## src/rtl/core/dba_pkg.sv

```systemverilog
// Shared types, codes and default sizes for the direction batch arbiter.
// Used by direction_batch_arbiter_core; depends on nothing else.
`timescale 1ns / 1ps
`default_nettype none

package dba_pkg;

   // Fixed field widths of the configuration and result ports.
   localparam int CFG_W     = 5;
   localparam int OCC_W     = 5;
   localparam int BATCH_W   = 5;
   localparam int CSR_IDX_W = 1;

   // Batch counter saturates here.
   localparam logic [BATCH_W-1:0] BATCH_SAT = '1;

   // Defaults for the top-level parameters.
   localparam int DEF_MAX_CAPACITY = 16;
   localparam int DEF_QUEUE_DEPTH  = 16;
   localparam int DEF_ID_BITS      = 8;

   typedef enum logic [1:0] {
      DIR_NONE = 2'd0,
      DIR_UP   = 2'd1,
      DIR_DN   = 2'd2
   } dir_type;

   typedef enum logic [1:0] {
      KIND_ADMITTED = 2'd0,
      KIND_QUEUED   = 2'd1,
      KIND_LEFT     = 2'd2,
      KIND_REJECTED = 2'd3
   } kind_type;

   typedef enum logic [CSR_IDX_W-1:0] {
      CSR_CAPACITY    = 1'b0,
      CSR_BATCH_LIMIT = 1'b1
   } csr_index_type;

   typedef enum logic {
      MODE_ARRIVE = 1'b0,
      MODE_LEAVE  = 1'b1
   } mode_type;

   // Side 0 is the up queue, side 1 the down queue.
   function automatic dir_type side_to_dir(input logic side);
      return side ? DIR_DN : DIR_UP;
   endfunction

endpackage

`default_nettype wire

```

## src/rtl/core/direction_batch_arbiter_core.sv

```systemverilog
// Direction batch arbiter: one-lane resource arbitration with per-direction wait queues.
// Depends on dba_pkg for codes, field widths and default parameters.
`timescale 1ns / 1ps
`default_nettype none

// Usage:
// An event (arrive or leave, direction, requester id) is taken at a rising edge with
// start high and busy low. Busy stays high while the event is processed. Every result
// beat is shown on the rsp_ ports for exactly one cycle with rsp_valid high; the
// receiver cannot stall, so nothing waits on it. rsp_last marks the final beat of an
// event, and busy is already low in that cycle, so the next start is taken right then.
// The first result passes through the decide and emit steps before it reaches the rsp_
// ports. An arrive, a rejected event, or a leave that frees no waiter gives one beat.
// A leave that drains queued requesters adds, per admitted waiter, a fetch step for
// the registered read of the queue memory, a pop step to admit, and an emit step.
// The admission check is a single compare unit shared by the decide and emit steps.
// The configuration channel (csr_) is always ready; the user must write it only while
// idle, which the block itself does not enforce.
// Reset (synchronous, active high) sets capacity and batch limit to 1, the direction
// to none, and clears occupancy, batch count, queue counts and queue pointers. Queue
// memory is not cleared; only counted entries are ever read.
module direction_batch_arbiter_core #(
   parameter int MAX_CAPACITY = dba_pkg::DEF_MAX_CAPACITY,
   parameter int QUEUE_DEPTH  = dba_pkg::DEF_QUEUE_DEPTH,
   parameter int ID_BITS      = dba_pkg::DEF_ID_BITS
) (
   input  wire logic                          clock,
   input  wire logic                          reset,
   // Command channel
   input  wire logic                          start,
   output logic                               busy,
   input  wire logic                          req_mode,
   input  wire logic                          req_direction,
   input  wire logic [ID_BITS-1:0]            req_customer_id,
   // Result channel
   output logic                               rsp_valid,
   output logic [1:0]                         rsp_kind,
   output logic [ID_BITS-1:0]                 rsp_who,
   output logic [1:0]                         rsp_granted_direction,
   output logic [dba_pkg::OCC_W-1:0]          rsp_occupancy,
   output logic                               rsp_last,
   // Configuration channel
   input  wire logic                          csr_valid,
   output logic                               csr_ready,
   input  wire logic [dba_pkg::CSR_IDX_W-1:0] csr_index,
   input  wire logic [dba_pkg::CFG_W-1:0]     csr_wdata
);

   localparam int PTR_W  = (QUEUE_DEPTH > 1) ? $clog2(QUEUE_DEPTH) : 1;
   localparam int CNT_W  = $clog2(QUEUE_DEPTH + 1);
   localparam int CAP_W  = $clog2(MAX_CAPACITY + 1);
   localparam int EC_W   = (CAP_W > dba_pkg::CFG_W) ? CAP_W : dba_pkg::CFG_W;
   localparam int OCC_W  = dba_pkg::OCC_W;
   localparam int BAT_W  = dba_pkg::BATCH_W;

   typedef enum logic [2:0] {
      ST_IDLE,
      ST_DECIDE,
      ST_EMIT,
      ST_FETCH,
      ST_POP
   } state_type;

   // Control and state registers
   state_type                 state_ff, state_in;
   logic [dba_pkg::CFG_W-1:0] capacity_ff, capacity_in;
   logic [dba_pkg::CFG_W-1:0] batch_limit_ff, batch_limit_in;
   dba_pkg::dir_type          active_ff, active_in;
   logic [OCC_W-1:0]          users_ff, users_in;
   logic [BAT_W-1:0]          batch_ff, batch_in;
   logic [CNT_W-1:0]          count_ff [2];
   logic [CNT_W-1:0]          count_in [2];
   logic [PTR_W-1:0]          head_ff [2];
   logic [PTR_W-1:0]          head_in [2];
   logic [PTR_W-1:0]          tail_ff [2];
   logic [PTR_W-1:0]          tail_in [2];
   logic                      drain_ff, drain_in;

   // Latched event
   logic                      mode_ff, mode_in;
   logic                      side_ff, side_in;
   logic [ID_BITS-1:0]        id_ff, id_in;

   // Pending result
   dba_pkg::kind_type         kind_ff, kind_in;
   logic [ID_BITS-1:0]        who_ff, who_in;

   // Result registers
   logic                      rsp_valid_ff, rsp_valid_in;
   logic [1:0]                rsp_kind_ff, rsp_kind_in;
   logic [ID_BITS-1:0]        rsp_who_ff, rsp_who_in;
   logic [1:0]                rsp_dir_ff, rsp_dir_in;
   logic [OCC_W-1:0]          rsp_occ_ff, rsp_occ_in;
   logic                      rsp_last_ff, rsp_last_in;

   // Queue memories
   logic [ID_BITS-1:0]        up_mem [QUEUE_DEPTH];
   logic [ID_BITS-1:0]        dn_mem [QUEUE_DEPTH];
   logic [ID_BITS-1:0]        up_rd_ff;
   logic [ID_BITS-1:0]        dn_rd_ff;
   logic                      push_en;

   // Shared admission check
   logic                      chk_side;
   dba_pkg::dir_type          chk_dir;
   logic [EC_W-1:0]           eff_cap;
   logic [BAT_W-1:0]          eff_limit;
   logic                      may_enter;

   logic                      act_side;
   logic                      chain;

   assign act_side = (active_ff == dba_pkg::DIR_DN);

   always_comb begin
      if (capacity_ff == '0) begin
         eff_cap = EC_W'(1);
      end else if (EC_W'(capacity_ff) > EC_W'(MAX_CAPACITY)) begin
         eff_cap = EC_W'(MAX_CAPACITY);
      end else begin
         eff_cap = EC_W'(capacity_ff);
      end
   end

   assign eff_limit = (batch_limit_ff == '0) ? BAT_W'(1) : BAT_W'(batch_limit_ff);

   // The check runs on the event's side while deciding, else on the active side.
   assign chk_side  = (state_ff == ST_DECIDE) ? side_ff : act_side;
   assign chk_dir   = dba_pkg::side_to_dir(chk_side);
   assign may_enter = (active_ff == dba_pkg::DIR_NONE) ||
                      ((active_ff == chk_dir) &&
                       (EC_W'(users_ff) < eff_cap) &&
                       !((count_ff[!chk_side] != '0) && (batch_ff >= eff_limit)));

   // A left beat or a drained admission is followed by another admission if the
   // active queue's head may enter now.
   assign chain = ((kind_ff == dba_pkg::KIND_LEFT) || drain_ff) &&
                  (active_ff != dba_pkg::DIR_NONE) &&
                  (count_ff[act_side] != '0) && may_enter;

   always_comb begin
      state_in       = state_ff;
      capacity_in    = capacity_ff;
      batch_limit_in = batch_limit_ff;
      active_in      = active_ff;
      users_in       = users_ff;
      batch_in       = batch_ff;
      count_in       = count_ff;
      head_in        = head_ff;
      tail_in        = tail_ff;
      drain_in       = drain_ff;
      mode_in        = mode_ff;
      side_in        = side_ff;
      id_in          = id_ff;
      kind_in        = kind_ff;
      who_in         = who_ff;
      rsp_valid_in   = 1'b0;
      rsp_kind_in    = rsp_kind_ff;
      rsp_who_in     = rsp_who_ff;
      rsp_dir_in     = rsp_dir_ff;
      rsp_occ_in     = rsp_occ_ff;
      rsp_last_in    = rsp_last_ff;
      push_en        = 1'b0;

      if (csr_valid) begin
         unique case (dba_pkg::csr_index_type'(csr_index))
            dba_pkg::CSR_CAPACITY:    capacity_in    = csr_wdata;
            dba_pkg::CSR_BATCH_LIMIT: batch_limit_in = csr_wdata;
            default: ;
         endcase
      end

      unique case (state_ff)
         ST_IDLE: begin
            if (start) begin
               mode_in  = req_mode;
               side_in  = req_direction;
               id_in    = req_customer_id;
               state_in = ST_DECIDE;
            end
         end

         ST_DECIDE: begin
            who_in   = id_ff;
            drain_in = 1'b0;
            state_in = ST_EMIT;
            if (mode_ff == dba_pkg::MODE_ARRIVE) begin
               if ((count_ff[side_ff] == '0) && may_enter) begin
                  if (active_ff == dba_pkg::DIR_NONE) begin
                     active_in = dba_pkg::side_to_dir(side_ff);
                     batch_in  = BAT_W'(1);
                  end else if (batch_ff != dba_pkg::BATCH_SAT) begin
                     batch_in = batch_ff + BAT_W'(1);
                  end
                  users_in = users_ff + OCC_W'(1);
                  kind_in  = dba_pkg::KIND_ADMITTED;
               end else if (count_ff[side_ff] == CNT_W'(QUEUE_DEPTH)) begin
                  kind_in = dba_pkg::KIND_REJECTED;
               end else begin
                  push_en           = 1'b1;
                  tail_in[side_ff]  = (tail_ff[side_ff] == PTR_W'(QUEUE_DEPTH - 1)) ?
                                      '0 : tail_ff[side_ff] + PTR_W'(1);
                  count_in[side_ff] = count_ff[side_ff] + CNT_W'(1);
                  kind_in           = dba_pkg::KIND_QUEUED;
               end
            end else if (users_ff == '0) begin
               kind_in = dba_pkg::KIND_REJECTED;
            end else begin
               users_in = users_ff - OCC_W'(1);
               kind_in  = dba_pkg::KIND_LEFT;
               if (users_ff == OCC_W'(1)) begin
                  batch_in = '0;
                  // Prefer the opposite side, then the own side, then up, then down.
                  priority if ((active_ff != dba_pkg::DIR_NONE) &&
                               (count_ff[!act_side] != '0)) begin
                     active_in = dba_pkg::side_to_dir(!act_side);
                  end else if ((active_ff != dba_pkg::DIR_NONE) &&
                               (count_ff[act_side] != '0)) begin
                     active_in = active_ff;
                  end else if (count_ff[0] != '0) begin
                     active_in = dba_pkg::DIR_UP;
                  end else if (count_ff[1] != '0) begin
                     active_in = dba_pkg::DIR_DN;
                  end else begin
                     active_in = dba_pkg::DIR_NONE;
                  end
               end
            end
         end

         ST_EMIT: begin
            rsp_valid_in = 1'b1;
            rsp_kind_in  = kind_ff;
            rsp_who_in   = who_ff;
            rsp_dir_in   = active_ff;
            rsp_occ_in   = users_ff;
            rsp_last_in  = !chain;
            state_in     = chain ? ST_FETCH : ST_IDLE;
         end

         ST_FETCH: begin
            // The queue head is read into the memory output register here.
            state_in = ST_POP;
         end

         ST_POP: begin
            who_in             = act_side ? dn_rd_ff : up_rd_ff;
            head_in[act_side]  = (head_ff[act_side] == PTR_W'(QUEUE_DEPTH - 1)) ?
                                 '0 : head_ff[act_side] + PTR_W'(1);
            count_in[act_side] = count_ff[act_side] - CNT_W'(1);
            users_in           = users_ff + OCC_W'(1);
            if (batch_ff != dba_pkg::BATCH_SAT) begin
               batch_in = batch_ff + BAT_W'(1);
            end
            kind_in  = dba_pkg::KIND_ADMITTED;
            drain_in = 1'b1;
            state_in = ST_EMIT;
         end

         default: state_in = ST_IDLE;
      endcase
   end

   always_ff @(posedge clock) begin
      if (reset) begin
         state_ff       <= ST_IDLE;
         capacity_ff    <= dba_pkg::CFG_W'(1);
         batch_limit_ff <= dba_pkg::CFG_W'(1);
         active_ff      <= dba_pkg::DIR_NONE;
         users_ff       <= '0;
         batch_ff       <= '0;
         count_ff       <= '{default: '0};
         head_ff        <= '{default: '0};
         tail_ff        <= '{default: '0};
         drain_ff       <= 1'b0;
         rsp_valid_ff   <= 1'b0;
      end else begin
         state_ff       <= state_in;
         capacity_ff    <= capacity_in;
         batch_limit_ff <= batch_limit_in;
         active_ff      <= active_in;
         users_ff       <= users_in;
         batch_ff       <= batch_in;
         count_ff       <= count_in;
         head_ff        <= head_in;
         tail_ff        <= tail_in;
         drain_ff       <= drain_in;
         rsp_valid_ff   <= rsp_valid_in;
      end
      mode_ff     <= mode_in;
      side_ff     <= side_in;
      id_ff       <= id_in;
      kind_ff     <= kind_in;
      who_ff      <= who_in;
      rsp_kind_ff <= rsp_kind_in;
      rsp_who_ff  <= rsp_who_in;
      rsp_dir_ff  <= rsp_dir_in;
      rsp_occ_ff  <= rsp_occ_in;
      rsp_last_ff <= rsp_last_in;
   end

   // Queue memories: one write at the tail, a registered read of the head.
   always_ff @(posedge clock) begin
      if (push_en && !side_ff) begin
         up_mem[tail_ff[0]] <= id_ff;
      end
      up_rd_ff <= up_mem[head_ff[0]];
   end

   always_ff @(posedge clock) begin
      if (push_en && side_ff) begin
         dn_mem[tail_ff[1]] <= id_ff;
      end
      dn_rd_ff <= dn_mem[head_ff[1]];
   end

   assign busy                  = (state_ff != ST_IDLE);
   assign csr_ready             = 1'b1;
   assign rsp_valid             = rsp_valid_ff;
   assign rsp_kind              = rsp_kind_ff;
   assign rsp_who               = rsp_who_ff;
   assign rsp_granted_direction = rsp_dir_ff;
   assign rsp_occupancy         = rsp_occ_ff;
   assign rsp_last              = rsp_last_ff;

   // The final beat of an event coincides with the block being free again.
   a_last_frees: assert property (@(posedge clock) disable iff (reset)
      rsp_valid && rsp_last |-> !busy)
      else $error("final result beat while still busy");

   // Every result beat comes out of an event in progress.
   a_beat_from_work: assert property (@(posedge clock) disable iff (reset)
      rsp_valid |-> $past(busy))
      else $error("result beat without an event in progress");

   // An admission always leaves a direction granted.
   a_admit_dir: assert property (@(posedge clock) disable iff (reset)
      rsp_valid && (rsp_kind == dba_pkg::KIND_ADMITTED) |->
      (rsp_granted_direction != dba_pkg::DIR_NONE))
      else $error("admission reported with no active direction");

   // With no direction granted the resource must be empty.
   a_none_empty: assert property (@(posedge clock) disable iff (reset)
      (active_ff == dba_pkg::DIR_NONE) |-> (users_ff == '0))
      else $error("users on the resource with no active direction");

   // Queue counts stay within the queue depth.
   a_count_bound: assert property (@(posedge clock) disable iff (reset)
      (count_ff[0] <= CNT_W'(QUEUE_DEPTH)) && (count_ff[1] <= CNT_W'(QUEUE_DEPTH)))
      else $error("wait queue count beyond its depth");

endmodule

`default_nettype wire
```

## config.mk

```make
export PLATFORM = sky130hd
export DESIGN_NAME = direction_batch_arbiter_core
export DESIGN_NICKNAME = d
export VERILOG_FILES = /design/src/rtl/core/dba_pkg.sv /design/src/rtl/core/direction_batch_arbiter_core.sv
export SDC_FILE = /design/constraint.sdc
export NUM_CORES = 1
export LEC_CHECK = 0
export BUFFER_PORTS_ARGS = -buffer_cell sky130_fd_sc_hd__buf_2
export CAP_MARGIN = 20
export CORE_MARGIN = 1
export CORE_UTILIZATION = 30
export DETAILED_ROUTE_END_ITERATION = 12
export SLEW_MARGIN = 30
export SYNTH_ARGS = -nofsm -noshare
export SYNTH_HDL_FRONTEND = slang
export SYNTH_SLANG_ARGS = --single-unit
export TNS_END_PERCENT = 50
```

## constraint.sdc

```tcl
create_clock -name clock -period 5 [get_ports clock]
set_input_delay 0.5 -clock clock [delete_from_list [all_inputs] [get_ports clock]]
set_output_delay 0.5 -clock clock [all_outputs]
set_load 0.02 [all_outputs]
```

* After elaboration in Yosys (flattened, before gate mapping)
Memories as Yosys holds them, arrays and structs flattened. A register that Yosys moved wholly into a read port is not among the register bits.
Cells that the tools add are included.
Widths: inputs -> output; s select.
** Storage, ports and cells
- Output and inout port bits :: 21
- Memories :: 2
- RAM bits :: 256
- Word-level logic and storage cells :: 200
- Register bits after elaboration :: 91
- Input bits :: 20
** Memory list
- dn_mem :: depth 16, bits a word 8, read ports 1, clocked after Yosys merged registers in 1, wr ports 1, RTL line direction_batch_arbiter_core.sv:98 : logic [ID_BITS-1:0] dn_mem [QUEUE_DEPTH];
- up_mem :: depth 16, bits a word 8, read ports 1, clocked after Yosys merged registers in 1, wr ports 1, RTL line direction_batch_arbiter_core.sv:97 : logic [ID_BITS-1:0] up_mem [QUEUE_DEPTH];
** Cells by class
- Bitwise logic cells :: 8
- Muxes and demuxes :: 83
- $add $sub $neg :: 7
- Reduce and logical (&&, ||, !) cells :: 45
- Order comparisons :: 9
- Equality and inequality tests :: 22
** Operators by type and width (number)
- $mux 5 :: 26
- $mux 4 :: 10
- $mux 2 :: 16
- $mux 10 :: 3
- $reduce_bool 5->1 :: 5
- $bwmux 10 :: 2
- $logic_not 5->1 :: 4
- $pmux 10 s2 :: 1
- $pmux 5 s2 :: 2
- $bwmux 8 :: 2
- $pmux 8 s2 :: 1
- $add 5x1->5 const B :: 3
- $logic_and 1x1->1 :: 13
- $pmux 3 s4 :: 1
- $reduce_and 4->1 :: 3
- $mux 1 :: 11
- $demux 5 s1 :: 2
- $ne 2x2->1 const B :: 5
- $sub 5x1->5 const B :: 2
- $add 4x1->4 const B :: 2
- $demux 4 s1 :: 2
- $eq 4x4->1 const B :: 2
- $ge 2x2->1 const B :: 4
- $mux 8 :: 1
- other kinds (30) :: 51

* Logic depth before layout (Yosys ltp)
- Depth after elaboration :: 19
- Mapped depth :: 11
- Mapped depth without buffers :: 10

* Worst setup path before layout
Ideal clock, no wire load.
- Path type :: register to register
- From :: register side_ff
- To :: memory up_mem[1][0] (netlist bit) (enable)
- Buffers on the path :: 2
- Arrival :: 3.077 ns
- Clock period less this slack :: 3.472 ns
- Cell stages (with the launch flop) :: 11
- Data required time :: 4.605 ns
- Setup time :: 0.395 ns
- Slack :: 1.528 ns
- Path through :: edfxtp_1 > buf_2 > mux2i_1 > ha_1 > and2_1 > a2111oi_2 > nor2_1 > nor2_1 > nand2_2 > buf_4 > nor4_1
** On the way
- Longest elaborated chain between the ends :: 18
- Elaborated cells between the ends (all ways) :: 29
- Classes of those cells :: eq/ne (2); mux (14); bitwise (2); reduce/logical (11)
** RTL lines
- start: declaration :: RTL line direction_batch_arbiter_core.sv:81 : logic side_ff, side_in;
- start signal: assignment :: RTL line direction_batch_arbiter_core.sv:291 : side_ff <= side_in;
- $mux 1 :: RTL line direction_batch_arbiter_core.sv:128 : assign chk_side = (state_ff == ST_DECIDE) ? side_ff : act_side;
- $logic_not 1->1 :: RTL line direction_batch_arbiter_core.sv:133 : !((count_ff[!chk_side] != '0) && (batch_ff >= eff_limit)));
- $not 1->2 :: RTL line direction_batch_arbiter_core.sv:133
- $mux 5 (implied by the code) (3 in series) :: RTL line direction_batch_arbiter_core.sv:133
- $reduce_bool 5->1 :: RTL line direction_batch_arbiter_core.sv:133
- $logic_and 1x1->1 :: RTL line direction_batch_arbiter_core.sv:133
- $logic_not 1->1 :: RTL line direction_batch_arbiter_core.sv:133
- $logic_and 1x1->1 :: RTL line direction_batch_arbiter_core.sv:132 : (EC_W'(users_ff) < eff_cap) &&
- $logic_or 1x1->1 :: RTL line direction_batch_arbiter_core.sv:130 : assign may_enter = (active_ff == dba_pkg::DIR_NONE) ||
- $logic_and 1x1->1 :: RTL line direction_batch_arbiter_core.sv:188 : if ((count_ff[side_ff] == '0) && may_enter) begin
- $mux 1 :: RTL line direction_batch_arbiter_core.sv:188
- $mux 1 :: RTL line direction_batch_arbiter_core.sv:187 : if (mode_ff == dba_pkg::MODE_ARRIVE) begin
- $mux 1 :: RTL line direction_batch_arbiter_core.sv:173 : unique case (state_ff)
- $logic_and 1x1->1 * :: RTL line direction_batch_arbiter_core.sv:304 : if (push_en && !side_ff) begin
- $mux 1 * :: RTL line direction_batch_arbiter_core.sv:304
- $mux 1 (implied by the code) * :: RTL line direction_batch_arbiter_core.sv:305 : up_mem[tail_ff[0]] <= id_ff;
- end: declaration :: RTL line direction_batch_arbiter_core.sv:97
Mark *: on every way between the ends. The rest lies on a longest branch, timed or not. The select of a mux whose other input is x is not followed.

* Final worst setup path
- From :: register side_ff
- To :: memory dn_mem[11][7] (netlist bit) (enable)
** On the way
- Longest elaborated chain between the ends :: 18
- Elaborated cells between the ends (all ways) :: 28
- Classes of those cells :: eq/ne (2); mux (14); bitwise (2); reduce/logical (10)
** RTL lines
- $mux 1 :: RTL line direction_batch_arbiter_core.sv:128
- $logic_not 1->1 :: RTL line direction_batch_arbiter_core.sv:133
- $not 1->2 :: RTL line direction_batch_arbiter_core.sv:133
- $mux 5 (implied by the code) (3 in series) :: RTL line direction_batch_arbiter_core.sv:133
- $reduce_bool 5->1 :: RTL line direction_batch_arbiter_core.sv:133
- $logic_and 1x1->1 :: RTL line direction_batch_arbiter_core.sv:133
- $logic_not 1->1 :: RTL line direction_batch_arbiter_core.sv:133
- $logic_and 1x1->1 :: RTL line direction_batch_arbiter_core.sv:132
- $logic_or 1x1->1 :: RTL line direction_batch_arbiter_core.sv:130
- $logic_and 1x1->1 :: RTL line direction_batch_arbiter_core.sv:188
- $mux 1 :: RTL line direction_batch_arbiter_core.sv:188
- $mux 1 :: RTL line direction_batch_arbiter_core.sv:187
- $mux 1 :: RTL line direction_batch_arbiter_core.sv:173
- $logic_and 1x1->1 * :: RTL line direction_batch_arbiter_core.sv:311 : if (push_en && side_ff) begin
- $mux 1 * :: RTL line direction_batch_arbiter_core.sv:311
- $mux 1 (implied by the code) * :: RTL line direction_batch_arbiter_core.sv:312 : dn_mem[tail_ff[1]] <= id_ff;
- end: declaration :: RTL line direction_batch_arbiter_core.sv:98
Marks and branches as above.

==> results by group <==
Outcome
  – Status: completed

Timing
  – Final Max Slew Viols: 0
  – Pin slew with the least headroom to its limit: between 0.8 and 0.9 ns
  – Peak Freq: ~270 MHz
  – Clock Skew: 0.02388 ns
  – Total negative slack: 0 ns
  – Period utilisation layout: 0.7547
  – Setup violators final: 0
  – Hold Fails Final Rpt: 0
  – Final min period: ~3.8 ns
  – RSZ-0062 raised after global routing: false
  – Rel. slew slack: 0.4528

Place
  – DP HPWL: around 22000 um
  – Final GP Congestion: between 0.8 and 0.9
  – IO Port Bufs: 39

Yosys
  – Synthesized area: 15070 sq um
  – Leading area contributor after synthesis: edfxtp_1
  – Dominant synthesized flop cell: edfxtp_1
  – Post-synth EDFFs: roughly 300
  – Yosys synthesis warning count: 0
  – Post-synthesis sequential area ratio: 0.6773
  – Post-Syn Nets: just under 1000
  – Synth Area per Inst: ~16 sq um
  – Top-area cell type share of the netlist area: 0.5857
  – Synth async-reset ratio: 0
  – Synth Instances: 946
  – Largest cells by area after synthesis: edfxtp_1 (59%), mux4_2 (12%), dfxtp_1 (9.2%)
  – Netlist cell types: 74
  – Seq cells post-synth: 363

Routing
  – DR DRC count: 0
  – Final WL: around 33000 um
  – Antenna viol nets, final: 0
  – Via count: between 8000 and 9000
  – Wire per inst: around 19 um
  – Vias per cell: a little under 5
  – First-pass iteration count of the detailed router: 5
  – Initial DRC count: between 600 and 700

GRT
  – GRT Total Usage: 0.1313
  – GRT overflow: 0
  – Initial antenna violation count: 0
  – Pin count of the biggest net entering global routing: 52
  – Vias in the first global route: between 8000 and 9000
  – First-pass GRT wire length: approximately 51000 um

Clock network
  – Root Buffer: clkbuf_16
  – CTS sink count: around 360
  – H-tree levels: 2
  – Worst skew pair latency: between 0.5 and 0.6 ns
  – Clock slew at reported path FFs: 0.06 ns
  – CTS tree: built
  – Post-CTS sizing: 0
  – Num CTS Buffers: 39
  – Postcts setup bufs: 0
  – CTS max path bufs: 3
  – CTS Hold Bufs: 0

Die
  – Die height: around 230 um
  – Die W: around 230 um
  – Initial Util: 0.3061
  – # rows: slightly above 80
  – # IOs: a little over 40
  – Die footprint: 51150 sq um
  – Core Footprint: between 40000 and 50000 sq um

Worst setup path
  – WS Path Type: flip-flop to flip-flop
  – Element type at the critical path start: flip-flop
  – CP Capture Type: flip-flop
  – CP required: about 5.3 ns
  – Reg-to-Reg Start: side_ff$_DFFE_PP_
  – Critical R2R Capture: dn_mem[11][7]$_DFFE_PP_
  – R2R cell count: 8
  – Crit Path Max Fanout: 13
  – Reg2reg setup slack: between 1 and 1.5 ns
  – Worst EP arrival: 4.02 ns

Min path
  – Worst hold path type: primary input to flip-flop
  – HP Start: req_customer_id[5]
  – Hold path depth: 1
  – Hold EP: id_ff[5]$_DFFE_PP_

Power
  – VDD IR-drop max: ~0.24 mV
  – P per Cell Area: 370.1 nW/um^2
  – P_leak: approximately 5.8 nW

Cells and area
  – Share of cells above drive strength 1: 0.2457
  – Final core occ: 0.3569
  – Nets: 1059
  – P&R area growth vs syn: 16.63%
  – Diodes inserted: 0
  – # fillers: 4644

Job
  – Number of max-cap violations: 0
==> through the flow <==
stage	hold WS (ns)	worst slack [ns]	instances	area, sq um	power, mW
2_1_floorplan	0.4003	1.528	946	15070	3.573
3_3_place_gp	0.4042	1.325	1636	16190	3.663
3_5_place_dp	0.4127	1.192	1642	16270	3.676
4_1_cts	0.1193	1.174	1714	17570	6.562
5_1_grt	0.1252	1.022	1714	17580	6.699
6_report	0.1334	1.227	1714	17580	6.506
==> synth_stat cells, types with 3 or more instances <==
cell type  instances
a41o_1             3
a31oi_1           16
nor3_1            22
mux4_2            80
and2_1             8
dfxtp_1           69
a21o_1             3
buf_4              3
ha_1              20
nand2b_1           8
nor2_1            49
a21oi_1           33
mux2i_1           19
a31o_2             4
and3_1            14
and4_1             3
nor4_1            18
o21ai_0           13
buf_6              3
o21ai_2            3
xor2_1             3
inv_1             23
nand4_1            6
nor2b_1            8
nand2_1           83
mux2_2             6
a211oi_1           7
clkbuf_1          27
nor3b_1            4
nand3_1           19
buf_1             16
xnor2_1            5
edfxtp_1         294
==> cells by family (layout without fill, tap and decap cells) <==
kind of cell | count (synthesis) | after routing | synth area share
AO/OA/AOI/OAI | 114 | 114 | 0.05453
XOR/XNOR | 8 | 8 | 0.004648
adder cells (fa/ha/maj) | 20 | 20 | 0.01660
buffers and inverters | 75 | 179 | 0.02108
flip-flops | 363 | 363 | 0.6773
multiplexers | 108 | 108 | 0.1401
other | 1 | 1 | 0.0002488
AND/OR/NAND/NOR | 257 | 257 | 0.08549
==> registers in the layout, summed over array words and instances, names as in the netlist, 8 cells and up <==
name and flops:
dn_mem 128, count_ff 10, up_rd_ff 8, dn_rd_ff 8, id_ff 8, head_ff 8
up_mem 128, who_ff 8, tail_ff 8, rsp_who 8
==> where the power goes <==
part           internal (mW)  leakage (nW)  total (mW)  switching [mW]
Combinational         0.0935          1.93       0.262           0.168
Sequential              3.30          3.22        3.35          0.0456
Clock                   1.75         0.640        2.89            1.14
==> worst max-delay path: stages (launching register included) <==
cell and delay (ns):
edfxtp_1 0.64, mux2i_1 0.21, ha_1 0.25, and2_1 0.19
a2111oi_2 0.48, o21ai_0 0.28, nand2b_1 0.40, nor4_1 0.76
buf_4 0.27
==> worst max path at each step <==
| stage | start | to | slack (ns) |
|---|---|---|---|
| final | side_ff$_DFFE_PP_ | dn_mem[11][7]$_DFFE_PP_ | 1.23 |
| after global routing | side_ff$_DFFE_PP_ | dn_mem[11][7]$_DFFE_PP_ | 1.02 |
| after CTS | side_ff$_DFFE_PP_ | up_mem[0][1]$_DFFE_PP_ | 1.17 |
| after detailed placement | side_ff$_DFFE_PP_ | up_mem[0][1]$_DFFE_PP_ | 1.19 |
| after global placement | side_ff$_DFFE_PP_ | up_mem[0][1]$_DFFE_PP_ | 1.32 |
| after floorplan | side_ff$_DFFE_PP_ | up_mem[1][0]$_DFFE_PP_ | 1.53 |
==> metal layers <==
metal,global-route usage,share of wire,wire length (um)
met5,0,0,0
met1,0.1751,0.44,14460
met2,0.2181,0.48,15790
met4,0.03400,0.019,632
met3,0.02550,0.057,1884
==> area by class of cell <==
cell class	count	area (sq um)	area share
Clock buffer	55	1107	0.06298
Clock inverter	17	193.9	0.01103
Inverter	24	90.09	0.005124
Multi-Input combinational cell	508	4587	0.2609
Sequential cell	363	10210	0.5809
Tap cell	664	830.8	0.04726
Timing Repair Buffer	83	559.3	0.03181
==> cell usage in the layout, fill, tap and decap left out, drive strengths merged, types with 19 or more instances in the layout <==
cell type  count
inv           24
ha            20
clkbuf        55
nand2         84
a21oi         34
nor2          50
nor3          23
dfxtp         69
mux4          80
buf           83
edfxtp       294
mux2i         20
nand3         19
nor4          19
Note: power is estimated with default switching activity, not from simulation.
